--- config.mk ---
export PLATFORM = sky130hd
export DESIGN_NAME = round_robin_quantum_scheduler_top
export DESIGN_NICKNAME = d
export VERILOG_FILES = /design/src/design/rrqs_pkg.sv /design/src/design/round_robin_quantum_scheduler_top.sv /design/src/design/rrqs_queue.sv /design/src/design/rrqs_sched.sv /design/src/design/rrqs_apb.sv
export SDC_FILE = /design/constraint.sdc
export NUM_CORES = 1
export LEC_CHECK = 0
export BUFFER_PORTS_ARGS = -buffer_cell sky130_fd_sc_hd__buf_4
export CORE_ASPECT_RATIO = 2
export CORE_MARGIN = 8
export CORE_UTILIZATION = 60
export CTS_CLUSTER_DIAMETER = 30
export DETAILED_ROUTE_END_ITERATION = 8
export HOLD_SLACK_MARGIN = 0.15
export MAX_ROUTING_LAYER = met4
export PLACE_DENSITY_LB_ADDON = 0.05
export SYNTH_ARGS = -nofsm -noshare
export SYNTH_HDL_FRONTEND = slang
export SYNTH_SLANG_ARGS = --single-unit
--- constraint.sdc ---
create_clock -name i_clk -period 7.86 [get_ports i_clk]
set_clock_uncertainty 0.1 [all_clocks]
set_input_delay 0.786 -clock i_clk [delete_from_list [all_inputs] [get_ports i_clk]]
set_output_delay 0.786 -clock i_clk [all_outputs]
set_load 0.02 [all_outputs]
--- src/design/rrqs_pkg.sv ---
// Shared constants, command codes, and interface types for the round-robin quantum scheduler.
package rrqs_pkg;

    // Depth of the ready queue, in task slots.
    localparam int MAX_TASKS = 16;
    localparam int IDX_W     = $clog2(MAX_TASKS);
    localparam int CNT_W     = $clog2(MAX_TASKS + 1);

    localparam int TASK_W = 4;
    localparam int CMD_W  = 2;
    localparam int QNT_W  = 16;
    localparam int RCNT_W = 5;

    localparam int APB_AW = 3;
    localparam int APB_DW = 32;

    // Command codes carried in the request.
    localparam logic [CMD_W-1:0] CMD_ADD   = 2'd0;
    localparam logic [CMD_W-1:0] CMD_TICK  = 2'd1;
    localparam logic [CMD_W-1:0] CMD_EXIT  = 2'd2;
    localparam logic [CMD_W-1:0] CMD_YIELD = 2'd3;

    // Register index, taken from the word-select bit of the address.
    localparam logic REG_QUANTUM = 1'b0;

    localparam logic [QNT_W-1:0] QUANTUM_RESET = 16'd10;

    typedef struct packed {
        logic              push;
        logic              pop;
        logic [TASK_W-1:0] push_id;
    } t_queue_ctl;

    typedef struct packed {
        logic [CNT_W-1:0]  count;
        logic [TASK_W-1:0] head_id;
    } t_queue_stat;

    typedef struct packed {
        logic [TASK_W-1:0] current_task;
        logic              switched;
        logic              add_rejected;
        logic [RCNT_W-1:0] ready_count;
        logic [QNT_W-1:0]  quantum_left;
        logic              current_exited;
    } t_result;

    function automatic logic [IDX_W-1:0] next_idx(input logic [IDX_W-1:0] idx);
        return (idx == IDX_W'(MAX_TASKS - 1)) ? '0 : idx + 1'b1;
    endfunction

endpackage

--- src/design/round_robin_quantum_scheduler_top.sv ---
// Top level of the round-robin quantum scheduler.
// This block runs a round-robin scheduler: a 16-deep FIFO of ready task ids
// feeds one running task (the idle task 0 after reset), and a quantum counter
// preempts it. Each request carries a command (add, tick, exit, yield) and a
// task id; each request produces exactly one response showing the running
// task, whether a switch happened, whether an add was rejected, the queue
// fill, the remaining quantum and the exit flag. A request is registered on
// entry, executed in one pass of short logic against the scheduler state,
// and its response is then captured in the output register. One request is
// accepted every clock cycle while the response side does not stall; the rate
// is set by the single state update per cycle, in which the queue push, pop
// and counter reload all complete. The output register decouples the sides,
// so a new request is taken while an earlier response still waits. The quantum
// length is written through the APB port at byte address 0 and should only
// change while the block is idle; pready is always high.
module round_robin_quantum_scheduler_top (
    input  logic                        i_clk,
    input  logic                        i_rst_n,
    // Request channel.
    input  logic                        i_in_valid,
    output logic                        o_in_ready,
    input  logic [rrqs_pkg::CMD_W-1:0]  i_cmd,
    input  logic [rrqs_pkg::TASK_W-1:0] i_task_id,
    // Response channel.
    output logic                        o_out_valid,
    input  logic                        i_out_ready,
    output logic [rrqs_pkg::TASK_W-1:0] o_current_task,
    output logic                        o_switched,
    output logic                        o_add_rejected,
    output logic [rrqs_pkg::RCNT_W-1:0] o_ready_count,
    output logic [rrqs_pkg::QNT_W-1:0]  o_quantum_left,
    output logic                        o_current_exited,
    // Configuration port.
    input  logic                        psel,
    input  logic                        penable,
    input  logic                        pwrite,
    input  logic [rrqs_pkg::APB_AW-1:0] paddr,
    input  logic [rrqs_pkg::APB_DW-1:0] pwdata,
    output logic [rrqs_pkg::APB_DW-1:0] prdata,
    output logic                        pready
);

    // Input register.
    logic                        r_in_valid;
    logic [rrqs_pkg::CMD_W-1:0]  r_cmd;
    logic [rrqs_pkg::TASK_W-1:0] r_task_id;

    // Output register.
    logic                        r_out_valid;
    rrqs_pkg::t_result           r_result;

    logic                        advance;
    logic                        exec;
    logic [rrqs_pkg::QNT_W-1:0]  quantum_length;
    rrqs_pkg::t_queue_ctl        qctl;
    rrqs_pkg::t_queue_stat       qstat;
    rrqs_pkg::t_result           result;

    // The output register can take a new response when it is empty or its
    // current one is being taken; the held request executes at that edge.
    assign advance    = !r_out_valid || i_out_ready;
    assign exec       = r_in_valid && advance;
    assign o_in_ready = !r_in_valid || advance;

    always_ff @(posedge i_clk) begin
        if (!i_rst_n) begin
            r_in_valid <= 1'b0;
        end else if (o_in_ready) begin
            r_in_valid <= i_in_valid;
        end
    end

    always_ff @(posedge i_clk) begin
        if (i_in_valid && o_in_ready) begin
            r_cmd     <= i_cmd;
            r_task_id <= i_task_id;
        end
    end

    rrqs_apb u_apb (
        .i_clk            (i_clk),
        .i_rst_n          (i_rst_n),
        .psel             (psel),
        .penable          (penable),
        .pwrite           (pwrite),
        .paddr            (paddr),
        .pwdata           (pwdata),
        .prdata           (prdata),
        .pready           (pready),
        .o_quantum_length (quantum_length)
    );

    rrqs_queue u_queue (
        .i_clk   (i_clk),
        .i_rst_n (i_rst_n),
        .i_ctl   (qctl),
        .o_stat  (qstat)
    );

    rrqs_sched u_sched (
        .i_clk            (i_clk),
        .i_rst_n          (i_rst_n),
        .i_exec           (exec),
        .i_cmd            (r_cmd),
        .i_task_id        (r_task_id),
        .i_quantum_length (quantum_length),
        .i_qstat          (qstat),
        .o_qctl           (qctl),
        .o_result         (result)
    );

    always_ff @(posedge i_clk) begin
        if (!i_rst_n) begin
            r_out_valid <= 1'b0;
        end else if (advance) begin
            r_out_valid <= r_in_valid;
        end
    end

    always_ff @(posedge i_clk) begin
        if (exec) begin
            r_result <= result;
        end
    end

    assign o_out_valid      = r_out_valid;
    assign o_current_task   = r_result.current_task;
    assign o_switched       = r_result.switched;
    assign o_add_rejected   = r_result.add_rejected;
    assign o_ready_count    = r_result.ready_count;
    assign o_quantum_left   = r_result.quantum_left;
    assign o_current_exited = r_result.current_exited;

endmodule

--- src/design/rrqs_queue.sv ---
// Circular FIFO of ready task ids with head, tail and fill count.
module rrqs_queue (
    input  logic                 i_clk,
    input  logic                 i_rst_n,
    input  rrqs_pkg::t_queue_ctl i_ctl,
    output rrqs_pkg::t_queue_stat o_stat
);

    logic [rrqs_pkg::TASK_W-1:0] r_entry [rrqs_pkg::MAX_TASKS];
    logic [rrqs_pkg::IDX_W-1:0]  r_head;
    logic [rrqs_pkg::IDX_W-1:0]  r_tail;
    logic [rrqs_pkg::CNT_W-1:0]  r_count;

    always_ff @(posedge i_clk) begin
        if (!i_rst_n) begin
            r_head  <= '0;
            r_tail  <= '0;
            r_count <= '0;
        end else begin
            if (i_ctl.push) begin
                r_tail <= rrqs_pkg::next_idx(r_tail);
            end
            if (i_ctl.pop) begin
                r_head <= rrqs_pkg::next_idx(r_head);
            end
            r_count <= r_count + rrqs_pkg::CNT_W'(i_ctl.push)
                               - rrqs_pkg::CNT_W'(i_ctl.pop);
        end
    end

    // On a pop with push into a full queue the head entry is read before the
    // tail write lands on the same slot.
    always_ff @(posedge i_clk) begin
        if (i_ctl.push) begin
            r_entry[r_tail] <= i_ctl.push_id;
        end
    end

    assign o_stat.count   = r_count;
    assign o_stat.head_id = r_entry[r_head];

endmodule

--- src/design/rrqs_sched.sv ---
// Running task, quantum countdown and exit flag, with the per-command decision logic.
module rrqs_sched (
    input  logic                        i_clk,
    input  logic                        i_rst_n,
    input  logic                        i_exec,
    input  logic [rrqs_pkg::CMD_W-1:0]  i_cmd,
    input  logic [rrqs_pkg::TASK_W-1:0] i_task_id,
    input  logic [rrqs_pkg::QNT_W-1:0]  i_quantum_length,
    input  rrqs_pkg::t_queue_stat       i_qstat,
    output rrqs_pkg::t_queue_ctl        o_qctl,
    output rrqs_pkg::t_result           o_result
);

    logic [rrqs_pkg::TASK_W-1:0] r_running;
    logic [rrqs_pkg::QNT_W-1:0]  r_quantum;
    logic                        r_exited;

    logic [rrqs_pkg::TASK_W-1:0] n_running;
    logic [rrqs_pkg::QNT_W-1:0]  n_quantum;
    logic                        n_exited;

    logic [rrqs_pkg::QNT_W-1:0]  quantum_dec;
    logic [rrqs_pkg::CNT_W-1:0]  count_after;
    logic                        try_yield;
    logic                        exited_eff;
    logic                        switched;
    logic                        rejected;
    rrqs_pkg::t_queue_ctl        ctl;

    assign quantum_dec = (r_quantum != '0) ? r_quantum - 1'b1 : '0;

    always_comb begin
        n_running  = r_running;
        n_quantum  = r_quantum;
        n_exited   = r_exited;
        ctl        = '0;
        try_yield  = 1'b0;
        exited_eff = r_exited;
        switched   = 1'b0;
        rejected   = 1'b0;

        case (i_cmd)
            rrqs_pkg::CMD_ADD: begin
                if (i_qstat.count == rrqs_pkg::CNT_W'(rrqs_pkg::MAX_TASKS)) begin
                    rejected = 1'b1;
                end else begin
                    ctl.push    = 1'b1;
                    ctl.push_id = i_task_id;
                end
            end
            rrqs_pkg::CMD_TICK: begin
                n_quantum = quantum_dec;
                try_yield = (quantum_dec == '0);
            end
            rrqs_pkg::CMD_EXIT: begin
                exited_eff = 1'b1;
                n_exited   = 1'b1;
                try_yield  = 1'b1;
            end
            default: begin
                try_yield = 1'b1;
            end
        endcase

        // A switch pops the head; the outgoing task goes back to the tail
        // unless it has exited. After the pop there is always room for it.
        if (try_yield && (i_qstat.count != '0)) begin
            ctl.pop   = 1'b1;
            switched  = 1'b1;
            n_running = i_qstat.head_id;
            n_exited  = 1'b0;
            n_quantum = i_quantum_length;
            if (!exited_eff) begin
                ctl.push    = 1'b1;
                ctl.push_id = r_running;
            end
        end
    end

    assign count_after = i_qstat.count + rrqs_pkg::CNT_W'(ctl.push)
                                       - rrqs_pkg::CNT_W'(ctl.pop);

    assign o_qctl = i_exec ? ctl : '0;

    assign o_result.current_task   = n_running;
    assign o_result.switched       = switched;
    assign o_result.add_rejected   = rejected;
    assign o_result.ready_count    = rrqs_pkg::RCNT_W'(count_after);
    assign o_result.quantum_left   = n_quantum;
    assign o_result.current_exited = n_exited;

    always_ff @(posedge i_clk) begin
        if (!i_rst_n) begin
            r_running <= '0;
            r_quantum <= rrqs_pkg::QUANTUM_RESET;
            r_exited  <= 1'b0;
        end else if (i_exec) begin
            r_running <= n_running;
            r_quantum <= n_quantum;
            r_exited  <= n_exited;
        end
    end

endmodule

--- src/design/rrqs_apb.sv ---
// APB register slave holding the quantum length.
module rrqs_apb (
    input  logic                        i_clk,
    input  logic                        i_rst_n,
    input  logic                        psel,
    input  logic                        penable,
    input  logic                        pwrite,
    input  logic [rrqs_pkg::APB_AW-1:0] paddr,
    input  logic [rrqs_pkg::APB_DW-1:0] pwdata,
    output logic [rrqs_pkg::APB_DW-1:0] prdata,
    output logic                        pready,
    output logic [rrqs_pkg::QNT_W-1:0]  o_quantum_length
);

    logic [rrqs_pkg::QNT_W-1:0] r_quantum_length;
    logic                       sel_quantum;

    assign pready      = 1'b1;
    assign sel_quantum = (paddr[rrqs_pkg::APB_AW-1] == rrqs_pkg::REG_QUANTUM);

    always_ff @(posedge i_clk) begin
        if (!i_rst_n) begin
            r_quantum_length <= rrqs_pkg::QUANTUM_RESET;
        end else if (psel && penable && pwrite && pready && sel_quantum) begin
            r_quantum_length <= pwdata[rrqs_pkg::QNT_W-1:0];
        end
    end

    assign prdata = sel_quantum ? rrqs_pkg::APB_DW'(r_quantum_length) : '0;
    assign o_quantum_length = r_quantum_length;

endmodule

==> After elaboration in Yosys (flattened, before gate mapping) <==
Memory sizes are Yosys's and may differ from the RTL's. A register that Yosys moved wholly into a read port is not among the register bits.
Index checks and enable logic that the tools add are counted.
Widths: inputs -> output; s select.
{ "classes": {"addsub": 7, "eq_ne": 5, "n_mux": 24, "n_bitwise": 1, "n_reduce_logical": 14} }
{ "op_table": {"columns": ["op", "n"], "rows": [
  ["$mux 16", 4],
  ["$mux 4", 8],
  ["$logic_not 16->1", 1],
  ["$reduce_bool 16->1", 1],
  ["$sub 16x1->16 const B", 1],
  ["$mux 6", 2],
  ["$add 5x1->5", 2],
  ["$sub 5x1->5", 2],
  ["$mux 1", 9],
  ["$add 4x1->4 const B", 2],
  ["$eq 4x4->1 const B", 2],
  ["$logic_and 1x1->1", 6],
  ["$eq 5x5->1 const B", 1],
  ["$reduce_bool 5->1", 1],
  ["$eq 2x1->1 const B", 1],
  ["$eq 2x2->1 const B", 1],
  ["$logic_not 1->1", 2],
  ["$logic_not 2->1", 1],
  ["$logic_or 1x1->1", 2],
  ["$pmux 1 s2", 1],
  ["$not 1->1", 1]
]} }
{ "word_totals": {"register_bits": 86, "mem_bits_rw": 64, "out_inout_bits": 63, "mem_count": 1} }
{ "mem_list": {"columns": ["memory", "words", "word_bits", "read_ports", "rd_ports_with_merged_regs", "wr", "line_no", "source"], "rows": [
  ["u_queue.r_entry", 16, 4, 1, 1, 1, "rrqs_queue.sv:9", "logic [rrqs_pkg::TASK_W-1:0] r_entry [rrqs_pkg::MAX_TASKS];"]
]} }

==> Longest topological paths before layout <==
{ "logic_depth": {"ltp_word": 9, "depth_mapped": 21} }

==> By module <==
Synthesis repeated with hierarchy kept, for this count alone.
{ "unflattened": {"hier_cells": 672, "area_unflattened_um2": 7631.1} }
{ "by_module_without_submodules": {"columns": ["mod", "n_inst", "cells_each", "area_each_um2", "seq_area_each_um2"], "rows": [
  ["rrqs_queue", 1, 207, 3380.7, 2262.2],
  ["rrqs_sched", 1, 316, 2208.4, 420.4],
  ["round_robin_quantum_scheduler_top", 1, 43, 1124.8, 1061.0],
  ["rrqs_apb", 1, 106, 917.1, 320.3]
]} }

==> Worst setup path before layout <==
OpenSTA, ideal clock, no wires.
{ "synth_path": {"kind": "register to register", "start": "register u_sched.r_quantum[3] (netlist name)", "end": "register r_result (netlist bit o_ready_count[4]) (data pin)", "setup_time_ps": 264, "t_arrival_ps": 3504, "path_slack_ps": 3992, "stages_incl_launch_ff": 19, "path_buffers": 2, "path_cell_list": "dfxtp_1 > or4_4 > and4bb_4 > xnor2_1 > nand4_2 > and2_4 > buf_6 > inv_4 > clkbuf_1 > ha_1 > inv_1 > ha_1 > inv_1 > fa_1 > inv_1 > a21oi_1 > nor2_1 > nor2_1 > xnor2_1"} }
{ "synth_rtl": {"columns": ["item", "line_no", "source"], "rows": [
  ["start: declaration", "rrqs_sched.sv:15", "logic [rrqs_pkg::QNT_W-1:0] r_quantum;"],
  ["start signal: assignment", "rrqs_sched.sv:95", "r_quantum <= rrqs_pkg::QUANTUM_RESET;"],
  ["start signal: assignment", "rrqs_sched.sv:99", "r_quantum <= n_quantum;"],
  ["end signal: assignment", "round_robin_quantum_scheduler_top.sv:122", "r_result <= result;"],
  ["end: declaration", "round_robin_quantum_scheduler_top.sv:50", "rrqs_pkg::t_result r_result;"]
]} }

==> run_results.csv <==
group,metric,value,unit
placement,hpwl,13950,um
drt,drc,0,
floorplan,core,0.01205,sq mm
critical_path,cp-start-kind,"register",
cts,ctsHoldBuffers,0,
sta,slew_viol_final,0,
synthesis,synth_ff_type,"edfxtp_1",
sta,fmax,0.2287,GHz
global_route,grt_first_pass_wirelength,29240,um
finish,drive_gt1_share,22.14,%
critical_path,cp-end-kind,"register",
cts,clkSlewWorstSetupHoldPaths,70,ps
sta,finalCriticalPeriod,4373,ps
floorplan,start_util,60.71,%
floorplan,fp.dieArea,0.01620,sq mm
drt,wl_per_cell,22.22,um
drt,antenna_left,0,
synthesis,yosysWarnings,0,
global_route,grt_pass1_vias,5377,
min_path,min-delay-start,"u_apb.o_quantum_length[9]",
global_route,grt_util_met3,4.957,%
critical_path,cp_max_fo,9,
cts,cts_sinks,154,
critical_path,cp.required,7920,ps
sta,slew_headroom,26.91,%
floorplan,rows,57,
sta,hold_violations,0,
global_route,grt-ovfl-total,0,
cts,cts_buffers,17,
cts,insertion_delay,430,ps
critical_path,reg2reg_from,"u_sched.r_quantum[0]",
cts,root_buffer,"clkbuf_16",
global_route,grt.busiest_layer,"met2",
sta,hold_ws,370.1,ps
power_and_ir_drop,vdd_drop_max,225.6,uV
drt,drt_pass1_iterations,5,
floorplan,dieHeight,172.2,um
drt,drt-initial-drc-count,265,
cts,cts_tree,"yes",
floorplan,die_w,94.09,um
synthesis,ys_types,67,
finish,syn2layout_area_growth,15.66,%
placement,dp.cells,824,
cts,htree_levels,4,
synthesis,ys_async_sr_fraction,0,%
critical_path,critPathArrivalTime,4440,ps
power_and_ir_drop,powerDensity,253.0,mW/mm^2
critical_path,crit_start,"u_sched.r_quantum[0]",
finish,insertedDiodeCount,0,
finish,fillers,891,
global_route,use_met1,20.41,%
sta,worst_slew_pin_slew,1095,ps
drt,vias,5122,
critical_path,crit_slowest_cell,"dfxtp_1",
status,status,"finished, final reports clean",
placement,io_buffers,75,
cts,cts_setup_buffers,0,
sta,final-setup-viol-count,0,
floorplan,ios,111,
synthesis,yosysSeqAreaShare,55.54,%
finish,fin_nets,760,
synthesis,ys_seq_elements,154,
global_route,grtUsageTotal,25.43,%
synthesis,synthCells,636,
global_route,grt_max_degree,43,
critical_path,critical_path_class,"register to register",
critical_path,path_buf_inv,4,
synthesis,netlist_area,0.007317,sq mm
drt,vias_per_cell,5.984,
cts,clockBufferDepth,2,
critical_path,crit_chain,"inv_1 > ha_1 > nor2b_1 > and4_1 > and3_1 > o21ai_2 > a21oi_1 > nor2_1 > ha_1 > inv_1 > ha_1 > inv_1 > fa_1 > inv_1 > a21oi_1 > nor2_1 > nor2_1 > xnor2_1",
finish,stdcell_count,856,
global_route,antenna_found_initial,0,
power_and_ir_drop,leakagePower,3.114,nW
drt,wl,19020,um
placement,routabilityCongestion,0.9029,
cts,post_cts_resized,0,
sta,rsz0062_at_grt,"false",
sta,tns,0,ps
global_route,use_met2,48.51,%
critical_path,path_common_cell,"inv_1",
sta,finalCritPeriodShare,55.63,%
min_path,worstHoldPathType,"register to register",
run,maxCapViolations,0,
critical_path,path_delay_family,"simple AND/OR/NAND/NOR gates",
critical_path,slowest_delay,450,ps
synthesis,synth_edf_count,98,
synthesis,postSynthAreaPerCell,11.50,sq um
[final timing paths]
kind,end,slack [ps],cells after the start
setup / recovery,o_ready_count[4],3490,18
hold / removal,u_apb.o_quantum_length[9],370,2
setup reg to reg,o_ready_count[4],3490,18
hold reg to reg,u_apb.o_quantum_length[9],370,2
[registers in the layout, summed over array words and instances, names as in the netlist, named ones only]
name	cells
u_queue.r_entry	64
o_quantum_left	16
u_apb.o_quantum_length	16
u_sched.r_quantum	16
o_ready_count	5
u_queue.r_count	5
o_current_task	4
r_task_id	4
u_queue.r_head	4
u_queue.r_tail	4
u_sched.r_running	4
r_cmd	2
o_add_rejected	1
o_current_exited	1
o_out_valid	1
o_switched	1
r_in_valid	1
u_sched.r_exited	1
[report_power, final]
group	internal (W)	switching, W
Combinational	0.000144	0.000222
Sequential	0.000904	0.0000279
Clock	0.000482	0.000360
[Yosys cell counts (all sizes together) (5+ instances only)]
library cell / number / area, sq um
nand2: 65 / 244.0
a21o: 6 / 45.04
nand3: 10 / 50.05
o21ai: 24 / 123.9
buf: 33 / 234.0
xnor2: 9 / 78.83
a21oi: 51 / 255.2
a31oi: 5 / 37.53
and2: 8 / 52.55
ha: 14 / 175.2
clkbuf: 21 / 78.83
and3: 20 / 125.1
nor2b: 21 / 131.4
inv: 21 / 81.33
nor2: 51 / 191.4
edfxtp: 98 / 2943
a211oi: 6 / 45.04
nor4: 5 / 37.53
nor3: 13 / 70.07
mux4: 20 / 450.4
mux2i: 13 / 130.1
mux2: 11 / 138.9
dfxtp: 56 / 1121
[per-stage QoR]
stage	area [sq um]	utilization (%)	setup WS [ps]	power (W)
3_3_place_gp	7855	65.17	3557	0.001308
3_5_place_dp	7855	65.17	3533	0.001317
2_1_floorplan	7373	-	3992	0.001216
4_1_cts	8463	70.22	3504	0.002153
6_report	8463	70.22	3487	0.002141
5_1_grt	8463	70.22	3176	0.002212
[tightest hold or removal path, cell delays in order, from the launching register on]
cell and delay (ps):
dfxtp_1 320, nand2_1 50, a21oi_1 50
[layout by cell type, fill, tap and decap left out, types with 4 or more instances in the layout]
cell       instances
conb_1            17
and2_1             7
a21oi_1           51
nand2b_1           4
mux4_2            20
buf_4             80
a211oi_1           6
nand3_1           10
ha_1              14
o22ai_1            4
a31oi_1            4
nor4_1             4
inv_8              4
mux2_2             7
dfxtp_1           56
a21o_1             6
mux2i_1           13
o21ai_0           23
inv_1             20
xnor2_1            9
edfxtp_1          98
and3_1            20
nor3_1            10
nand2_1           65
mux2_4             4
o2bb2ai_1          4
clkbuf_16         17
nor2b_1           21
nor2_1            51
[per-layer routing]
| metal | part of all wire [%] | routed length (um) | vias up |
|---|---|---|---|
| met5 | 0 | 0 | - |
| met3 | 3.5 | 659 | 61 |
| li1 | - | - | 2420 |
| met2 | 59 | 11200 | 153 |
| met1 | 31 | 5924 | 2488 |
| met4 | 6.5 | 1232 | 0 |
[final cells by class]
cell class / instances / area, sq um / area share, %
flip-flops and latches: 154 / 4064 / 48.02
multi-input cells: 422 / 2925 / 34.57
repair buffers: 80 / 600.6 / 7.096
clock buffers: 18 / 429.2 / 5.071
well taps: 147 / 183.9 / 2.173
clock inverters: 14 / 178.9 / 2.114
inverters: 21 / 81.33 / 0.9610
[cells by family (layout without fill, tap and decap cells)]
kind of cell | after synthesis | in the layout | share of synthesized area (%)
simple gates | 213 | 213 | 14.67
flops | 154 | 154 | 55.54
compound gates | 121 | 121 | 10.21
buf+inv | 75 | 133 | 5.386
mux | 44 | 44 | 9.832
fa+ha+maj | 16 | 16 | 2.941
xor+xnor | 11 | 11 | 1.317
other cells | 2 | 17 | 0.1026
Note: power is estimated with default switching activity, not from simulation.
